===== config.mk =====
export PLATFORM = sky130hd
export DESIGN_NAME = char_lcd_nibble_sequencer
export DESIGN_NICKNAME = d
export VERILOG_FILES = /design/src/design/clns_pkg.sv /design/src/design/clns_step.sv /design/src/design/char_lcd_nibble_sequencer.sv
export VERILOG_INCLUDE_DIRS = /design/src /design/src/design
export SDC_FILE = /design/constraint.sdc
export NUM_CORES = 1
export LEC_CHECK = 0
export BUFFER_PORTS_ARGS = -buffer_cell sky130_fd_sc_hd__buf_2
export CORE_ASPECT_RATIO = 0.7
export CORE_MARGIN = 2
export CORE_UTILIZATION = 43
export DETAILED_ROUTE_END_ITERATION = 12
export PLACE_DENSITY = 0.66
export SLEW_MARGIN = 20
export SYNTH_ARGS = -nofsm -noshare
export SYNTH_HDL_FRONTEND = slang
export SYNTH_SLANG_ARGS = --single-unit

===== constraint.sdc =====
create_clock -name clk -period 4.3 [get_ports clk]
set_clock_uncertainty 0.1 [all_clocks]
set_input_delay 0.645 -clock clk [delete_from_list [all_inputs] [get_ports clk]]
set_output_delay 0.645 -clock clk [all_outputs]
set_load 0.01 [all_outputs]

===== src/design/char_lcd_nibble_sequencer_defines.svh =====
// Assertion helpers shared by the sequencer checks.
`ifndef CHAR_LCD_NIBBLE_SEQUENCER_DEFINES_SVH
`define CHAR_LCD_NIBBLE_SEQUENCER_DEFINES_SVH

// Same-cycle implication, checked outside reset.
`define CLNS_ASSERT_NOW(label, ante, cons, msg) \
  label: assert property (@(posedge clk) disable iff (rst) (ante) |-> (cons)) else $error(msg);

// Next-cycle implication, checked outside reset.
`define CLNS_ASSERT_NEXT(label, ante, cons, msg) \
  label: assert property (@(posedge clk) disable iff (rst) (ante) |=> (cons)) else $error(msg);

`endif


===== src/design/clns_pkg.sv =====
package clns_pkg;

  // Request codes.
  localparam logic [2:0] CMD_BYTE   = 3'd0;
  localparam logic [2:0] CMD_DATA   = 3'd1;
  localparam logic [2:0] CMD_CURSOR = 3'd2;
  localparam logic [2:0] CMD_GLYPH  = 3'd3;
  localparam logic [2:0] CMD_INIT   = 3'd4;

  // Register indexes on the configuration port.
  localparam logic [1:0] REG_HOLD       = 2'd0;
  localparam logic [1:0] REG_CLEAR      = 2'd1;
  localparam logic [1:0] REG_INIT_PAUSE = 2'd2;
  localparam logic [1:0] REG_POWER_UP   = 2'd3;

  // Reset values of the registers.
  localparam logic [11:0] HOLD_RST       = 12'd100;
  localparam logic [15:0] CLEAR_RST      = 16'd2000;
  localparam logic [15:0] INIT_PAUSE_RST = 16'd4000;
  localparam logic [15:0] POWER_UP_RST   = 16'd15000;

  // Command bytes.
  localparam logic [7:0] LCD_CLEAR      = 8'h01;
  localparam logic [7:0] LCD_SET_DDRAM  = 8'h80;
  localparam logic [7:0] LCD_SET_CGRAM  = 8'h40;

  // Step numbers. Byte requests use HIGH then LOW; init walks 0 to 12.
  localparam logic [3:0] STEP_HIGH       = 4'd0;
  localparam logic [3:0] STEP_LOW        = 4'd1;
  localparam logic [3:0] STEP_POWER      = 4'd0;
  localparam logic [3:0] STEP_INIT_FIRST = 4'd1;
  localparam logic [3:0] STEP_INIT_CLEAR = 4'd10;
  localparam logic [3:0] STEP_INIT_LAST  = 4'd12;

  typedef struct packed {
    logic [11:0] hold_us;
    logic [15:0] clear_extra_us;
    logic [15:0] init_pause_us;
    logic [15:0] power_up_us;
  } cfg_t;

  typedef struct packed {
    logic [2:0] cmd;
    logic [7:0] data;
  } req_t;

  typedef struct packed {
    logic [3:0]  nibble;
    logic        reg_sel;
    logic        strobe_res;
    logic [16:0] wait_after_us;
    logic        last;
  } res_t;

  // Byte that a request sends; init ignores it.
  function automatic logic [7:0] req_byte(input logic [2:0] cmd, input logic [7:0] value,
                                          input logic [5:0] column, input logic row,
                                          input logic [2:0] glyph_slot);
    logic [6:0] addr;
    logic [7:0] b;
    addr = {1'b0, column} + {row, 6'd0};
    case (cmd)
      CMD_CURSOR: b = LCD_SET_DDRAM | {1'b0, addr};
      CMD_GLYPH:  b = LCD_SET_CGRAM | {2'b00, glyph_slot, 3'b000};
      default:    b = value;
    endcase
    return b;
  endfunction

  // Nibbles of the init sequence: 3,3,3,2 then 0x28, 0x0C, 0x01, 0x06.
  function automatic logic [3:0] init_nibble(input logic [3:0] step);
    logic [3:0] n;
    case (step)
      4'd1, 4'd2, 4'd3: n = 4'h3;
      4'd4, 4'd5:       n = 4'h2;
      4'd6:             n = 4'h8;
      4'd8:             n = 4'hC;
      4'd10:            n = 4'h1;
      4'd12:            n = 4'h6;
      default:          n = 4'h0;
    endcase
    return n;
  endfunction

endpackage


===== src/design/clns_step.sv =====
module clns_step (
  input  clns_pkg::req_t req,
  input  logic [3:0]     step,
  input  clns_pkg::cfg_t cfg,
  output clns_pkg::res_t res
);
  import clns_pkg::*;

  logic [15:0] extra;

  // Extra wait added on top of the hold time for this step.
  always_comb begin
    extra = 16'd0;
    if (req.cmd == CMD_INIT) begin
      if (step == STEP_INIT_FIRST) begin
        extra = cfg.init_pause_us;
      end else if (step == STEP_INIT_CLEAR) begin
        extra = cfg.clear_extra_us;
      end
    end else if (step == STEP_LOW && req.cmd != CMD_DATA && req.data == LCD_CLEAR) begin
      extra = cfg.clear_extra_us;
    end
  end

  // One bus transfer for the current step.
  always_comb begin
    res.wait_after_us = {5'd0, cfg.hold_us} + {1'b0, extra};
    res.strobe_res    = 1'b1;
    if (req.cmd == CMD_INIT) begin
      res.reg_sel = 1'b0;
      res.nibble  = init_nibble(step);
      res.last    = (step == STEP_INIT_LAST);
      if (step == STEP_POWER) begin
        res.strobe_res    = 1'b0;
        res.wait_after_us = {1'b0, cfg.power_up_us};
      end
    end else begin
      res.reg_sel = (req.cmd == CMD_DATA);
      res.nibble  = (step == STEP_HIGH) ? req.data[7:4] : req.data[3:0];
      res.last    = (step == STEP_LOW);
    end
  end

endmodule


===== src/design/char_lcd_nibble_sequencer.sv =====
// Character-LCD nibble sequencer, 4-bit bus.
// Input channel (in_valid/in_ready) takes one request word: cmd, value,
// column, row, glyph_slot, first_init. Output channel (out_valid/out_ready)
// gives one bus transfer per word: nibble, reg_sel, strobe_res,
// wait_after_us and last, which marks the final transfer of a request.
// A byte request gives two transfers in two-nibble mode, one before init;
// init gives 12 transfers, 13 with the power-up wait. Unknown codes give none.
// Registers sit at paddr 0, 4, 8, 12 of the APB port; pready is always high.
// The request register and one output register form the path: a request is
// loaded into the request register, then its first transfer into the output
// register. Transfers leave at one per cycle while the receiver does not stall;
// the next request is taken in the cycle of the final one.
// When the receiver stalls, the output register holds its word and the step
// counter stops; in_ready stays low until the last transfer can be loaded.
// Reset (synchronous, rst high) drops any request in flight, clears the
// output, loads the register defaults and returns to one-nibble mode.
`include "char_lcd_nibble_sequencer_defines.svh"

module char_lcd_nibble_sequencer (
  input  logic        clk,
  input  logic        rst,
  input  logic        in_valid,
  output logic        in_ready,
  input  logic [2:0]  cmd,
  input  logic [7:0]  value,
  input  logic [5:0]  column,
  input  logic        row,
  input  logic [2:0]  glyph_slot,
  input  logic        first_init,
  output logic        out_valid,
  input  logic        out_ready,
  output logic [3:0]  nibble,
  output logic        reg_sel,
  output logic        strobe_res,
  output logic [16:0] wait_after_us,
  output logic        last,
  input  logic        psel,
  input  logic        penable,
  input  logic        pwrite,
  input  logic [3:0]  paddr,
  input  logic [31:0] pwdata,
  output logic [31:0] prdata,
  output logic        pready
);
  import clns_pkg::*;

  cfg_t       cfg;
  logic       four_bit_mode;
  logic       busy;
  req_t       req;
  logic [3:0] step;
  res_t       res;
  res_t       out_res;
  logic       adv;
  logic       in_acc;
  logic       cmd_ok;
  logic       cfg_wr;

  // Configuration registers.
  assign pready = 1'b1;
  assign cfg_wr = psel && penable && pwrite;

  always_ff @(posedge clk) begin
    if (rst) begin
      cfg.hold_us        <= HOLD_RST;
      cfg.clear_extra_us <= CLEAR_RST;
      cfg.init_pause_us  <= INIT_PAUSE_RST;
      cfg.power_up_us    <= POWER_UP_RST;
    end else if (cfg_wr) begin
      case (paddr[3:2])
        REG_HOLD:       cfg.hold_us        <= pwdata[11:0];
        REG_CLEAR:      cfg.clear_extra_us <= pwdata[15:0];
        REG_INIT_PAUSE: cfg.init_pause_us  <= pwdata[15:0];
        REG_POWER_UP:   cfg.power_up_us    <= pwdata[15:0];
        default: ;
      endcase
    end
  end

  // Register read-back.
  always_comb begin
    case (paddr[3:2])
      REG_HOLD:       prdata = {20'd0, cfg.hold_us};
      REG_CLEAR:      prdata = {16'd0, cfg.clear_extra_us};
      REG_INIT_PAUSE: prdata = {16'd0, cfg.init_pause_us};
      REG_POWER_UP:   prdata = {16'd0, cfg.power_up_us};
      default:        prdata = 32'd0;
    endcase
  end

  // Transfer for the current step.
  clns_step u_step (
    .req  (req),
    .step (step),
    .cfg  (cfg),
    .res  (res)
  );

  // Handshake: a step advances when the output register is free or drains.
  assign adv      = busy && (!out_valid || out_ready);
  assign in_ready = !busy || (adv && res.last);
  assign in_acc   = in_valid && in_ready;
  assign cmd_ok   = cmd inside {[CMD_BYTE:CMD_INIT]};

  // Request register, step counter and nibble mode.
  always_ff @(posedge clk) begin
    if (rst) begin
      busy          <= 1'b0;
      four_bit_mode <= 1'b0;
    end else if (in_acc) begin
      busy <= cmd_ok;
      if (cmd == CMD_INIT) begin
        four_bit_mode <= 1'b1;
      end
    end else if (adv && res.last) begin
      busy <= 1'b0;
    end
  end

  always_ff @(posedge clk) begin
    if (in_acc) begin
      req.cmd  <= cmd;
      req.data <= req_byte(cmd, value, column, row, glyph_slot);
      if (cmd == CMD_INIT) begin
        step <= first_init ? STEP_POWER : STEP_INIT_FIRST;
      end else begin
        step <= four_bit_mode ? STEP_HIGH : STEP_LOW;
      end
    end else if (adv) begin
      step <= step + 4'd1;
    end
  end

  // Output register.
  always_ff @(posedge clk) begin
    if (rst) begin
      out_valid <= 1'b0;
    end else if (adv) begin
      out_valid <= 1'b1;
    end else if (out_ready) begin
      out_valid <= 1'b0;
    end
  end

  always_ff @(posedge clk) begin
    if (adv) begin
      out_res <= res;
    end
  end

  assign nibble        = out_res.nibble;
  assign reg_sel       = out_res.reg_sel;
  assign strobe_res    = out_res.strobe_res;
  assign wait_after_us = out_res.wait_after_us;
  assign last          = out_res.last;

  // Checks.
  `CLNS_ASSERT_NOW(a_ready_busy_last, busy && in_ready, adv && res.last, "ready while mid-request")
  `CLNS_ASSERT_NOW(a_step_range, busy, step <= STEP_INIT_LAST, "step counter out of range")
  `CLNS_ASSERT_NEXT(a_init_mode, in_acc && cmd == CMD_INIT, four_bit_mode, "init left one-nibble mode")
  `CLNS_ASSERT_NEXT(a_adv_loads, adv, out_valid, "advanced step did not load the output")

endmodule

Word-level counts from Yosys, hierarchy flattened

Memory sizes are Yosys's and may differ from the RTL's. A register that Yosys moved wholly into a read port is not among the register bits.
Index checks and enable logic that the tools add are counted.

$add $sub $neg: 3
Multipliers: 0
Divide/modulo/power cells: 0
$lt $le $gt $ge: 2
Equal/unequal tests: 13
Shifts and indexed selects: 0
Mux-type cells: 21
Bitwise gates (word level): 0
Reductions and logical operators: 22

Operators by type and width:

| cell                                                  | number |
|---|---|
| case mux 32 bit (4 select lines)                      | 1 |
| two-way mux 16 bit                                    | 4 |
| two-way mux 18 bit                                    | 1 |
| adder 12 x 16 -> 17 bit                               | 1 |
| two-way mux 17 bit                                    | 1 |
| two-way mux 4 bit                                     | 4 |
| case mux 8 bit (2 select lines)                       | 1 |
| AND reduction 2 bit                                   | 5 |
| equality test 4 bit, second input constant            | 2 |
| equality test 8 x 1 -> 1 bit, second input constant   | 1 |
| logical AND 1 bit                                     | 8 |
| two-way mux 1 bit                                     | 8 |
| adder 6 x 7 -> 7 bit                                  | 1 |
| equality test 3 x 2 -> 1 bit, second input constant   | 2 |
| equality test 3 bit, second input constant            | 2 |
| nonzero test 2 bit                                    | 3 |
| two-way mux 5 bit                                     | 1 |
| adder 4 x 1 -> 4 bit, second input constant           | 1 |
| equality test 2 bit, second input constant            | 2 |
| equality test 4 x 1 -> 1 bit, second input constant   | 1 |
| logical NOT 4 bit                                     | 1 |
| equality test 3 x 1 -> 1 bit, second input constant   | 1 |
| >= comparator 3 x 1 -> 1 bit, second input constant   | 1 |
| less-or-equal comparator 3 bit, second input constant | 1 |
| 5 further kinds                                       | 7 |

Register bits after elaboration: 102
Latch bits: 0
Memory bits (writable): 0
Memory bits (read-only): 64
Input port bits: 65
Output and inout bits: 59
Logic and storage cells: 77
Memories kept: 1

Memories:

| name            | depth | width | read ports | clocked after Yosys merged registers in | write ports | line           | text |
|---|---|---|---|---|---|---|---|
| (no name shown) | 16    | 4     | 1          | 1                                       | 0           | clns_pkg.sv:73 | `case (step)` |

Longest topological paths before layout

Gate-level depths: netlist of the first run.

Word-level depth: 8
Gate-level depth with buffers: 17
Gate-level depth less buffers: 15

Modules after synthesis

From an unflattened synthesis of the first run, not the netlist that was laid out.

Cell total of the unflattened synthesis: 589
Area, all modules: 5492.8 µm²

By module, submodules not included:

| module                    | instances | cells each | area each (µm²) | sequential area each (µm²) |
|---|---|---|---|---|
| char_lcd_nibble_sequencer | 1         | 404        | 4234.1          | 2432.3 |
| clns_step                 | 1         | 185        | 1258.7          | 0.0 |

Worst setup path after synthesis of the first run

OpenSTA, ideal clock, no wires.

Path type: reg-to-reg
Start: register req[9] (netlist name)
End: register out_res (netlist bit wait_after_us[10]), data pin
Library setup time: 0.258 ns
Arrival: 3.343 ns
Data required time: 3.942 ns
Slack: 0.598 ns
Cell stages (with the launch flop): 16
Buffers on the path: 2
Period minus slack after synthesis: 3.702 ns
Cells stage by stage: edfxtp_1 -> or3b_4 -> a21o_1 -> buf_2 -> buf_1 -> a22oi_1 -> nor2_1 -> ha_1 -> fa_1 -> a21o_1 -> a221o_1 -> a31oi_2 -> nand2b_1 -> a21oi_1 -> xor2_1 -> o21ai_1

RTL lines:

| element                | line                             | text |
|---|---|---|
| end signal: assignment | char_lcd_nibble_sequencer.sv:147 | `out_res <= res;` |
| end: declaration       | char_lcd_nibble_sequencer.sv:53  | `res_t out_res;` |

==> out/results.tsv, run 1 <==
metric	value	unit
fill count	1169	
number of global-route vias before repair	4564	
io pins	124	
CTS max path bufs	2	
fmax	256	MHz
first-pass GRT wire length	24600	um
Resized Gates After CTS	0	
setup TNS	0	ns
number of CTS-inserted buffers	9	
met2 WL	6260	um
grt ovf	0	
Layout area overhead	15.7	%
peak fanout along the critical path	14	
Synth async-reset ratio	0	%
clk slew on worst S/H paths	0.07	ns
dpl hpwl	11000	um
routed wl met3	1480	um
die width	140	um
maximum capacitance violations	0	
critical path startpoint category	flop	
initial core utilization	44.3	%
CTS tree	built	
post-CTS setup buffers	0	
All-Layer GR Usage	22.8	%
nets	786	
Mapped Area	5540	um^2
CTS Sinks	102	
diodes inserted	0	
endpoints failing hold	0	
Relative slew margins	29.5	%
dominant synthesized flop cell	dfxtp_1	
Root Buffer	clkbuf_16	
highest routed metal layer	met4	
DRC viols	0	
Unique masters post-synth	59	
CP endpoint kind	flop	
leakage	2.66	nW
initial antenna violation count	0	
Clock Latency Late Sink	0.35	ns
final antenna-violating net count	0	
share of cells above drive strength 1	21.0	%
Final min period	3.91	ns
total number of vias	4868	
synth warn	0	
num rows	34	
Iter 0 DRT Violations	494	
syn avg cell area	8.90	um^2
placed cells	854	
Post-Syn Instances	623	
Pre-Repair DR Iteration Count	6	
post-route clock period utilization	91.0	%
Seq/Total Area, Yosys	43.9	%
VDD IR-drop max	0.000186	V
Worst EP arrival	3.90	ns
CP required	4.29	ns
Crit Path Category	reg -> reg	
H-tree depth reported by CTS	3	
Die H	99	um
routed len/inst	17.6	um
met1 wire length	7370	um
Vias/cell	5.60	
core area	12500	um^2
final WL	15300	um
Finished Layout Cells	870	
Synth Register Bits	102	
Setup Viol. Count Final	0	
flop-to-flop setup slack	0.39	ns
# port buffers	88	
# hold bufs at CTS	0	
count of final max-slew check failures	0	
Worst-Margin Slew	1.06	ns
GP Congestion	0.852	
min-delay worst type	reg -> reg	
EDFF count, synth	39	
Die Area	13800	um^2
RSZ-0062 raised after global routing	no	
pin count of the biggest net entering global routing	64	
power per cell area	344	nW/um^2
status	finished clean	
cell usage after synthesis (3+ instances only):
library cell / number / share of area, %
mux2i_1: 5 / 0.90
mux4_2: 12 / 4.9
nand3_1: 7 / 0.63
a22o_1: 4 / 0.63
and3_1: 3 / 0.34
edfxtp_1: 39 / 21
inv_1: 5 / 0.34
nor3_1: 3 / 0.27
a31oi_1: 3 / 0.34
ha_1: 17 / 3.8
o21ai_0: 11 / 0.99
a22oi_1: 13 / 1.8
buf_1: 3 / 0.20
o211ai_1: 3 / 0.41
xor2_1: 7 / 1.1
dfxtp_1: 63 / 23
buf_4: 18 / 2.4
a21o_1: 6 / 0.81
o21ai_1: 11 / 0.99
nor2b_1: 5 / 0.56
clkbuf_1: 30 / 2.0
buf_2: 5 / 0.45
xnor2_1: 8 / 1.3
a21oi_1: 73 / 6.6
nand2_1: 159 / 11
nor2_1: 35 / 2.4
mux2_1: 4 / 0.81
and2_1: 5 / 0.56
nand2b_1: 8 / 0.90
nand3b_1: 22 / 3.0
power by group:
group | internal (mW) | total (mW) | switching, mW
sequential | 1.06 | 1.09 | 0.0320
combinational | 0.128 | 0.321 | 0.193
clock | 0.439 | 0.795 | 0.356
sequential cells by signal, indices dropped and copies added, names as in the netlist:
signal	flops
cfg	60
four_bit_mode	1
out_valid	1
reg_sel	1
req	11
nibble	4
step	4
wait_after_us	17
strobe_res	1
busy	1
last	1
layer usage:
metal	vias up	track usage, %
met3	22	6.51
li1	2313	-
met4	0	5.69
met1	2298	34.9
met2	235	31.3
met5	-	0
worst max-delay path, stage by stage (launching register included):
cell,delay [ns]
edfxtp_1,0.43
or3b_4,0.51
a21o_1,0.35
a22oi_1,0.25
nor2_1,0.07
ha_1,0.21
fa_1,0.42
a21o_1,0.21
a221o_1,0.35
a31oi_2,0.25
o21ai_2,0.12
o2111ai_1,0.13
xnor2_1,0.15
a21oi_1,0.08
logic make-up (layout without fill, tap and decap cells):
family          count (synthesis)  count (layout)  share of synthesized area (%)
fa+ha+maj                      18              18                           4.20
simple gates                  260             260                           21.6
mux                            21              21                           6.59
buf+inv                        63             133                           5.60
xor+xnor                       15              15                           2.37
compound gates                142             142                           15.6
other cells                     2              17                          0.135
flops                         102             102                           43.9
cell type report:
type                       count  area (um^2)  share of cell area (%)
clock buffer                  11          243                    3.78
clock inverter                 5         46.3                   0.722
timing repair buffer         110          606                    9.44
inverter                       7         26.3                   0.410
sequential                   102         2430                    37.9
tap                          162          203                    3.16
multi-input combinational    473         2860                    44.6
stage by stage:
stage	total power [mW]	util, %	setup WS (ns)	instance area, um^2	hold slack, ns
after floorplan	1.32	-	0.598	5600	0.337
after global placement	1.42	49.0	0.477	6120	0.348
after detailed placement	1.43	49.0	0.467	6120	0.359
after CTS	2.22	51.3	0.440	6410	0.375
after global routing	2.29	51.3	0.213	6410	0.396
final	2.20	51.3	0.387	6410	0.379
cells in the final DEF, fill, tap and decap left out, drive strengths merged, types with 2 or more instances in the layout:
| cell | n |
|---|---|
| a21o | 6 |
| a221o | 2 |
| xnor2 | 8 |
| mux2 | 4 |
| mux2i | 5 |
| mux4 | 12 |
| inv | 9 |
| nand3 | 7 |
| nand3b | 22 |
| nor2 | 35 |
| clkbuf | 11 |
| a31o | 2 |
| nor3 | 3 |
| xor2 | 7 |
| dfxtp | 63 |
| o211ai | 3 |
| o21ai | 23 |
| ha | 17 |
| and3 | 3 |
| buf | 110 |
| clkinv | 2 |
| edfxtp | 39 |
| nor4 | 2 |
| and2 | 5 |
| nor3b | 3 |
| a21oi | 74 |
| nand2b | 8 |
| a22o | 4 |
| nand2 | 160 |
| a22oi | 13 |
| a31oi | 5 |
| conb | 17 |
| nor2b | 5 |
path summary, 6_finish.rpt:
| check | startpoint | to | cells past startpoint |
|---|---|---|---|
| min | cfg[22] | cfg[22] | 2 |
| max | req[9] | wait_after_us[14] | 13 |
| min reg2reg | cfg[22] | cfg[22] | 2 |
| max reg2reg | req[9] | wait_after_us[14] | 13 |
(Power assumes the default switching activity.)
==> inputs of run 2 (changes only) <==
- MAX_ROUTING_LAYER: not set -> met4
==> out/results.tsv, run 2 (synthesis results as in run 1) <==
metric	value	unit	change
Relative slew margins	27.5	%	was 29.5%
CP dominant cell by count	a21o_1		unchanged
first-pass GRT wire length	23900	um	was 24,600 um
commonest cells after routing, fill and taps aside	nand2_1 (159), buf_2 (88), a21oi_1 (73)		unchanged
slowest cell on the critical path	or3b_4		unchanged
CTS tree	built		unchanged
number of global-route vias before repair	4514		was 4,564
GP Congestion	0.865		was 0.852
Worst EP arrival	3.76	ns	was 3.90 ns
post-CTS setup buffers	0		unchanged
dpl hpwl	10900	um	was 11,000 um
commonest non-fill, non-tap cell in the layout	nand2_1		unchanged
critical path startpoint category	flop		unchanged
maximum capacitance violations	0		unchanged
GRT met3 Usage	4.18	%	was 6.51%
min-delay worst type	reg -> reg		unchanged
routed len/inst	17.6	um	about the same
nets	783		was 786
endpoints failing hold	0		unchanged
io pins	124		unchanged
RSZ-0062 raised after global routing	no		unchanged
H-tree depth reported by CTS	3		unchanged
Worst-Margin Slew	1.09	ns	was 1.06 ns
placed cells	851		was 854
grt ovf	0		unchanged
diodes inserted	0		unchanged
# hold bufs at CTS	0		unchanged
# port buffers	88		unchanged
met2 usage	31.3	%	unchanged
Biggest register	cfg		unchanged
Final min period	3.79	ns	was 3.91 ns
Die Area	13800	um^2	unchanged
power per cell area	346	nW/um^2	was 344 nW/um^2
setup TNS	0	ns	unchanged
Design Power	2.22	mW	was 2.20 mW
Layout area overhead	15.7	%	about the same
status	finished clean		unchanged
max reg flops	60		unchanged
All-Layer GR Usage	22.8	%	about the same
Die H	99	um	unchanged
leakage	2.64	nW	was 2.66 nW
Vias/cell	5.58		was 5.60
crit path cell chain	or3b_4, a21o_1, a22oi_1, nor2_1, ha_1, fa_1, a21o_1, a221o_1, a31oi_2, nand2b_1, a21oi_1, xor2_1, o21ai_1		was or3b_4, a21o_1, a22oi_1, nor2_1, ha_1, fa_1, a21o_1, a221o_1, a31oi_2, o21ai_2, o2111ai_1, xnor2_1, a21oi_1
Pre-Repair DR Iteration Count	5		was 6
slowest stage delay, CP	0.51	ns	about the same
Iter 0 DRT Violations	599		was 494
initial core utilization	44.3	%	unchanged
pin count of the biggest net entering global routing	64		unchanged
share of cells above drive strength 1	20.7	%	was 21.0%
CTS Sinks	102		unchanged
CTS max path bufs	2		unchanged
number of CTS-inserted buffers	9		unchanged
Root Buffer	clkbuf_16		unchanged
CP required	4.26	ns	was 4.29 ns
Resized Gates After CTS	0		unchanged
busiest grt layer	met1		unchanged
clk slew on worst S/H paths	0.07	ns	about the same
count of final max-slew check failures	0		unchanged
fmax	264	MHz	was 256 MHz
Finished Layout Cells	867		was 870
VDD IR-drop max	0.000208	V	was 0.000186 V
num rows	34		unchanged
initial antenna violation count	0		unchanged
CP endpoint kind	flop		unchanged
die width	140	um	unchanged
final antenna-violating net count	0		unchanged
final WL	15200	um	was 15,300 um
grt met1 use	34.5	%	was 34.9%
core area	12500	um^2	unchanged
peak fanout along the critical path	14		unchanged
total number of vias	4838		was 4,868
fill count	1181		was 1,169
Clock Latency Late Sink	0.35	ns	about the same
Crit Path Category	reg -> reg		unchanged
DRC viols	0		unchanged
Setup Viol. Count Final	0		unchanged
post-route clock period utilization	88.2	%	was 91.0%
run 2: changes by cell type in the layout (fill, tap and decap cells not counted), sizes merged:
cell      change
bufinv        -1
buf           -3
clkinv        +1
clkbuf        +1
inv           -2
clkinvlp      +1
run 2: final cells by class:
class / instances / area [um^2] / area share [%]
clock inverters: 4 / 30.0 / 0.468
clock buffers: 12 / 268 / 4.18
flip-flops and latches: 102 / 2430 / 37.9
well taps: 162 / 203 / 3.16
multi-input cells: 473 / 2860 / 44.6
repair buffers: 107 / 596 / 9.29
inverters: 7 / 26.3 / 0.410
run 2: critical path, delay by kind of cell (launching register included):
| family | cells | cell delay [ns] |
|---|---|---|
| adder cells (fa/ha/maj) | 2 | 0.61 |
| flip-flops | 1 | 0.43 |
| AO/OA/AOI/OAI | 7 | 1.54 |
| XOR/XNOR | 1 | 0.16 |
| AND/OR/NAND/NOR | 3 | 0.66 |
run 2: metrics by stage:
| step | utilization, % | instance area [um^2] | worst slack, ns | hold WS (ns) |
|---|---|---|---|---|
| after detailed placement | 48.9 | 6110 | 0.553 | 0.359 |
| after CTS | 51.3 | 6410 | 0.537 | 0.376 |
| after global placement | 48.9 | 6110 | 0.561 | 0.348 |
| final | 51.3 | 6410 | 0.507 | 0.375 |
| after floorplan | - | 5600 | 0.598 | 0.337 |
| after global routing | 51.3 | 6410 | 0.317 | 0.401 |
run 2: routing by layer:
metal | vias up | share of wire, %
li1 | 2299 | -
met2 | 246 | 41
met1 | 2274 | 48
met3 | 19 | 9.7
met4 | 0 | 1.3
met5 | - | 0
run 2: worst paths after layout:
| check | end | slack (ns) | start | depth (start not counted) |
|---|---|---|---|---|
| hold / removal | four_bit_mode | 0.38 | four_bit_mode | 2 |
| hold reg to reg | four_bit_mode | 0.38 | four_bit_mode | 2 |
| setup reg to reg | wait_after_us[10] | 0.51 | req[9] | 13 |
| setup / recovery | wait_after_us[10] | 0.51 | req[9] | 13 |
run 2: report_power, final:
| part | internal [mW] | switching, mW | leakage (nW) |
|---|---|---|---|
| sequential | 1.06 | 0.0309 | 0.878 |
| combinational | 0.128 | 0.194 | 1.62 |
| clock | 0.445 | 0.365 | 0.144 |
| total | 1.63 | 0.589 | 2.64 |
==> inputs of run 3 (changes only) <==
- SYNTH_HIERARCHICAL: not set -> 1
==> out/results.tsv, run 3 <==
metric	value	unit	change
Root Buffer	clkbuf_16		unchanged
DRC viols	0		unchanged
GP Congestion	0.851		was 0.865
crit path cell chain	or4b_2, a2111o_1, o31ai_4, buf_4, a22o_1, ha_1, a21o_1, a21oi_1, o21ai_0, or4b_2, nand3_1		was or3b_4, a21o_1, a22oi_1, nor2_1, ha_1, fa_1, a21o_1, a221o_1, a31oi_2, nand2b_1, a21oi_1, xor2_1, o21ai_1
CTS max path bufs	2		unchanged
Design Power	2.15	mW	was 2.22 mW
CTS tree	built		unchanged
status	finished clean		unchanged
Die H	98.6	um	was 99 um
Synth top area share	23.0	%	was 22.7%
number of CTS-inserted buffers	9		unchanged
Synth async-reset ratio	0	%	unchanged
EDFF count, synth	39		unchanged
H-tree depth reported by CTS	3		unchanged
syn avg cell area	9.33	um^2	was 8.90 um^2
Mapped Area	5490	um^2	was 5540 um^2
Crit Path Category	reg -> reg		unchanged
cell taking the most area after synthesis	dfxtp_1		unchanged
# port buffers	88		unchanged
switching share of total power	25.6	%	was 26.6%
setup TNS	0	ns	unchanged
final antenna-violating net count	0		unchanged
fill count	1172		was 1,181
worst setup path startpoint	req[7]		was req[9]
critical path startpoint category	flop		unchanged
synth warn	6		was 0
fmax	246	MHz	was 264 MHz
die width	139	um	was 140 um
Clock Latency Late Sink	0.35	ns	about the same
Die Area	13700	um^2	was 13,800 um^2
endpoints failing hold	0		unchanged
Pre-Repair DR Iteration Count	5		unchanged
CP required	4.41	ns	was 4.26 ns
Pint	1.60	mW	was 1.63 mW
power per cell area	343	nW/um^2	was 346 nW/um^2
routed len/inst	17.3	um	was 17.6 um
slowest stage delay, CP	0.65	ns	was 0.51 ns
Post-Syn Instances	589		was 623
commonest non-fill, non-tap cell in the layout	nand2_1		unchanged
All-Layer GR Usage	22.3	%	was 22.8%
Hold Startpoint	four_bit_mode		unchanged
total number of vias	4609		was 4,838
clk slew on worst S/H paths	0.07	ns	about the same
peak fanout along the critical path	12		was 14
min-delay worst type	reg -> reg		unchanged
Seq/Total Area, Yosys	44.3	%	was 43.9%
flop-to-flop setup slack	0.23	ns	was 0.51 ns
combinational share of power	13.8	%	was 14.5%
leakage	2.49	nW	was 2.64 nW
io pins	124		unchanged
VDD IR-drop max	0.000200	V	was 0.000208 V
clock share of power	36.1	%	was 36.5%
Worst EP arrival	4.18	ns	was 3.76 ns
max reg flops	60		unchanged
maximum capacitance violations	0		unchanged
count leader, synth	nand2_1		unchanged
Worst-Margin Slew	0.825	ns	was 1.09 ns
CP endpoint kind	flop		unchanged
CP dominant cell by count	or4b_2		was a21o_1
count of final max-slew check failures	0		unchanged
dominant synthesized flop cell	dfxtp_1		unchanged
Util after Layout	50.3	%	was 51.3%
dpl hpwl	10500	um	was 10,900 um
num rows	34		unchanged
Iter 0 DRT Violations	410		was 599
Biggest register	cfg		unchanged
diodes inserted	0		unchanged
slowest cell on the critical path	or4b_2		was or3b_4
Flop pwr share	50.1	%	was 49.0%
number of global-route vias before repair	4268		was 4,514
Setup Viol. Count Final	0		unchanged
core area	12500	um^2	about the same
final WL	14400	um	was 15,200 um
Final min period	4.07	ns	was 3.79 ns
initial antenna violation count	0		unchanged
nets	744		was 783
Synth Register Bits	102		unchanged
RSZ-0062 raised after global routing	no		unchanged
first-pass GRT wire length	23200	um	was 23,900 um
pin count of the biggest net entering global routing	73		was 64
Unique masters post-synth	68		was 59
initial core utilization	44.1	%	was 44.3%
P_sw	0.552	mW	was 0.589 mW
Layout area overhead	14.1	%	was 15.7%
worst hold slack	0.363	ns	was 0.375 ns
post-route clock period utilization	94.6	%	was 88.2%
Vias/cell	5.54		was 5.58
Synth top cells by count	nand2_1 (132), dfxtp_1 (63), a21oi_1 (59)		was nand2_1 (159), a21oi_1 (73), dfxtp_1 (63)
share of cells above drive strength 1	22.1	%	was 20.7%
Reg-to-Reg Start	req[7]		was req[9]
CTS Sinks	102		unchanged
Relative slew margins	44.8	%	was 27.5%
grt ovf	0		unchanged
commonest cells after routing, fill and taps aside	nand2_1 (132), buf_2 (87), dfxtp_1 (63)		was nand2_1 (159), buf_2 (88), a21oi_1 (73)
synth top area cells	dfxtp_1 (23%), edfxtp_1 (21%), nand2_1 (9.0%)		was dfxtp_1 (23%), edfxtp_1 (21%), nand2_1 (11%)
run 3: changes by cell type after synthesis, sizes merged, moves of 13 or more:
cell    change
nor3       +17
nand2      -28
a21oi      -15
a22o       +13
clkbuf     -18
run 3: per-layer routing:
metal,wire [um],track usage (%),vias up
met5,0,-,-
met3,1540,7.14,26
met2,5650,28.3,231
met1,6860,32.9,2142
met4,307,7.54,0
li1,-,-,2210
run 3: final timing paths:
| check | to | cells past startpoint |
|---|---|---|
| setup / recovery | wait_after_us[11] | 11 |
| hold reg to reg | four_bit_mode | 2 |
| setup reg to reg | wait_after_us[11] | 11 |
| hold / removal | four_bit_mode | 2 |
run 3: cell type report:
cell class | count | area [um^2] | share of cell area [%]
clock buffers | 12 | 256 | 4.09
clock inverters | 4 | 28.8 | 0.459
inverters | 11 | 41.3 | 0.659
multi-input cells | 441 | 2770 | 44.2
flip-flops and latches | 102 | 2430 | 38.8
well taps | 162 | 203 | 3.23
repair buffers | 100 | 533 | 8.50
run 3: critical path: cells and delay by family, from the launching register on:
kind	cells	cell delay (ns)
AO/OA/AOI/OAI	6	1.47
adder cells (fa/ha/maj)	1	0.31
buffers and inverters	1	0.25
flip-flops	1	0.41
AND/OR/NAND/NOR	3	1.39
run 3: repair_timing:
action	in CTS	in global routing
setup buffers	0	0
gates resized for setup	0	1
hold buffers	0	0
endpoints found under the setup margin	0	1
run 3: metrics by stage:
step | instance area [um^2] | instances | setup slack [ns]
after global routing | 6270 | 832 | 0.127
after global placement | 5970 | 816 | 0.201
after floorplan | 5550 | 604 | 0.450
after CTS | 6260 | 832 | 0.111
final | 6270 | 832 | 0.231
after detailed placement | 5970 | 816 | 0.132
run 3: cells by family (layout without fill, tap and decap cells):
family	after synthesis	after routing	share of synthesized area (%)
AND/OR/NAND/NOR	245	245	21.5
AO/OA/AOI/OAI	129	129	15.1
flip-flops	102	102	44.3
buffers and inverters	61	127	6.47
multiplexers	24	24	7.22
adder cells (fa/ha/maj)	14	14	3.33
XOR/XNOR	12	12	1.91
other	2	17	0.137
run 3: power by group through the flow:
stage | Sequential [mW] | Clock (mW) | Combinational [mW]
finish | 1.08 | 0.776 | 0.297
global placement | 1.10 | 0 | 0.284
detailed placement | 1.10 | 0 | 0.291
CTS | 1.08 | 0.798 | 0.293
floorplan | 1.11 | 0 | 0.188
global route | 1.08 | 0.845 | 0.328
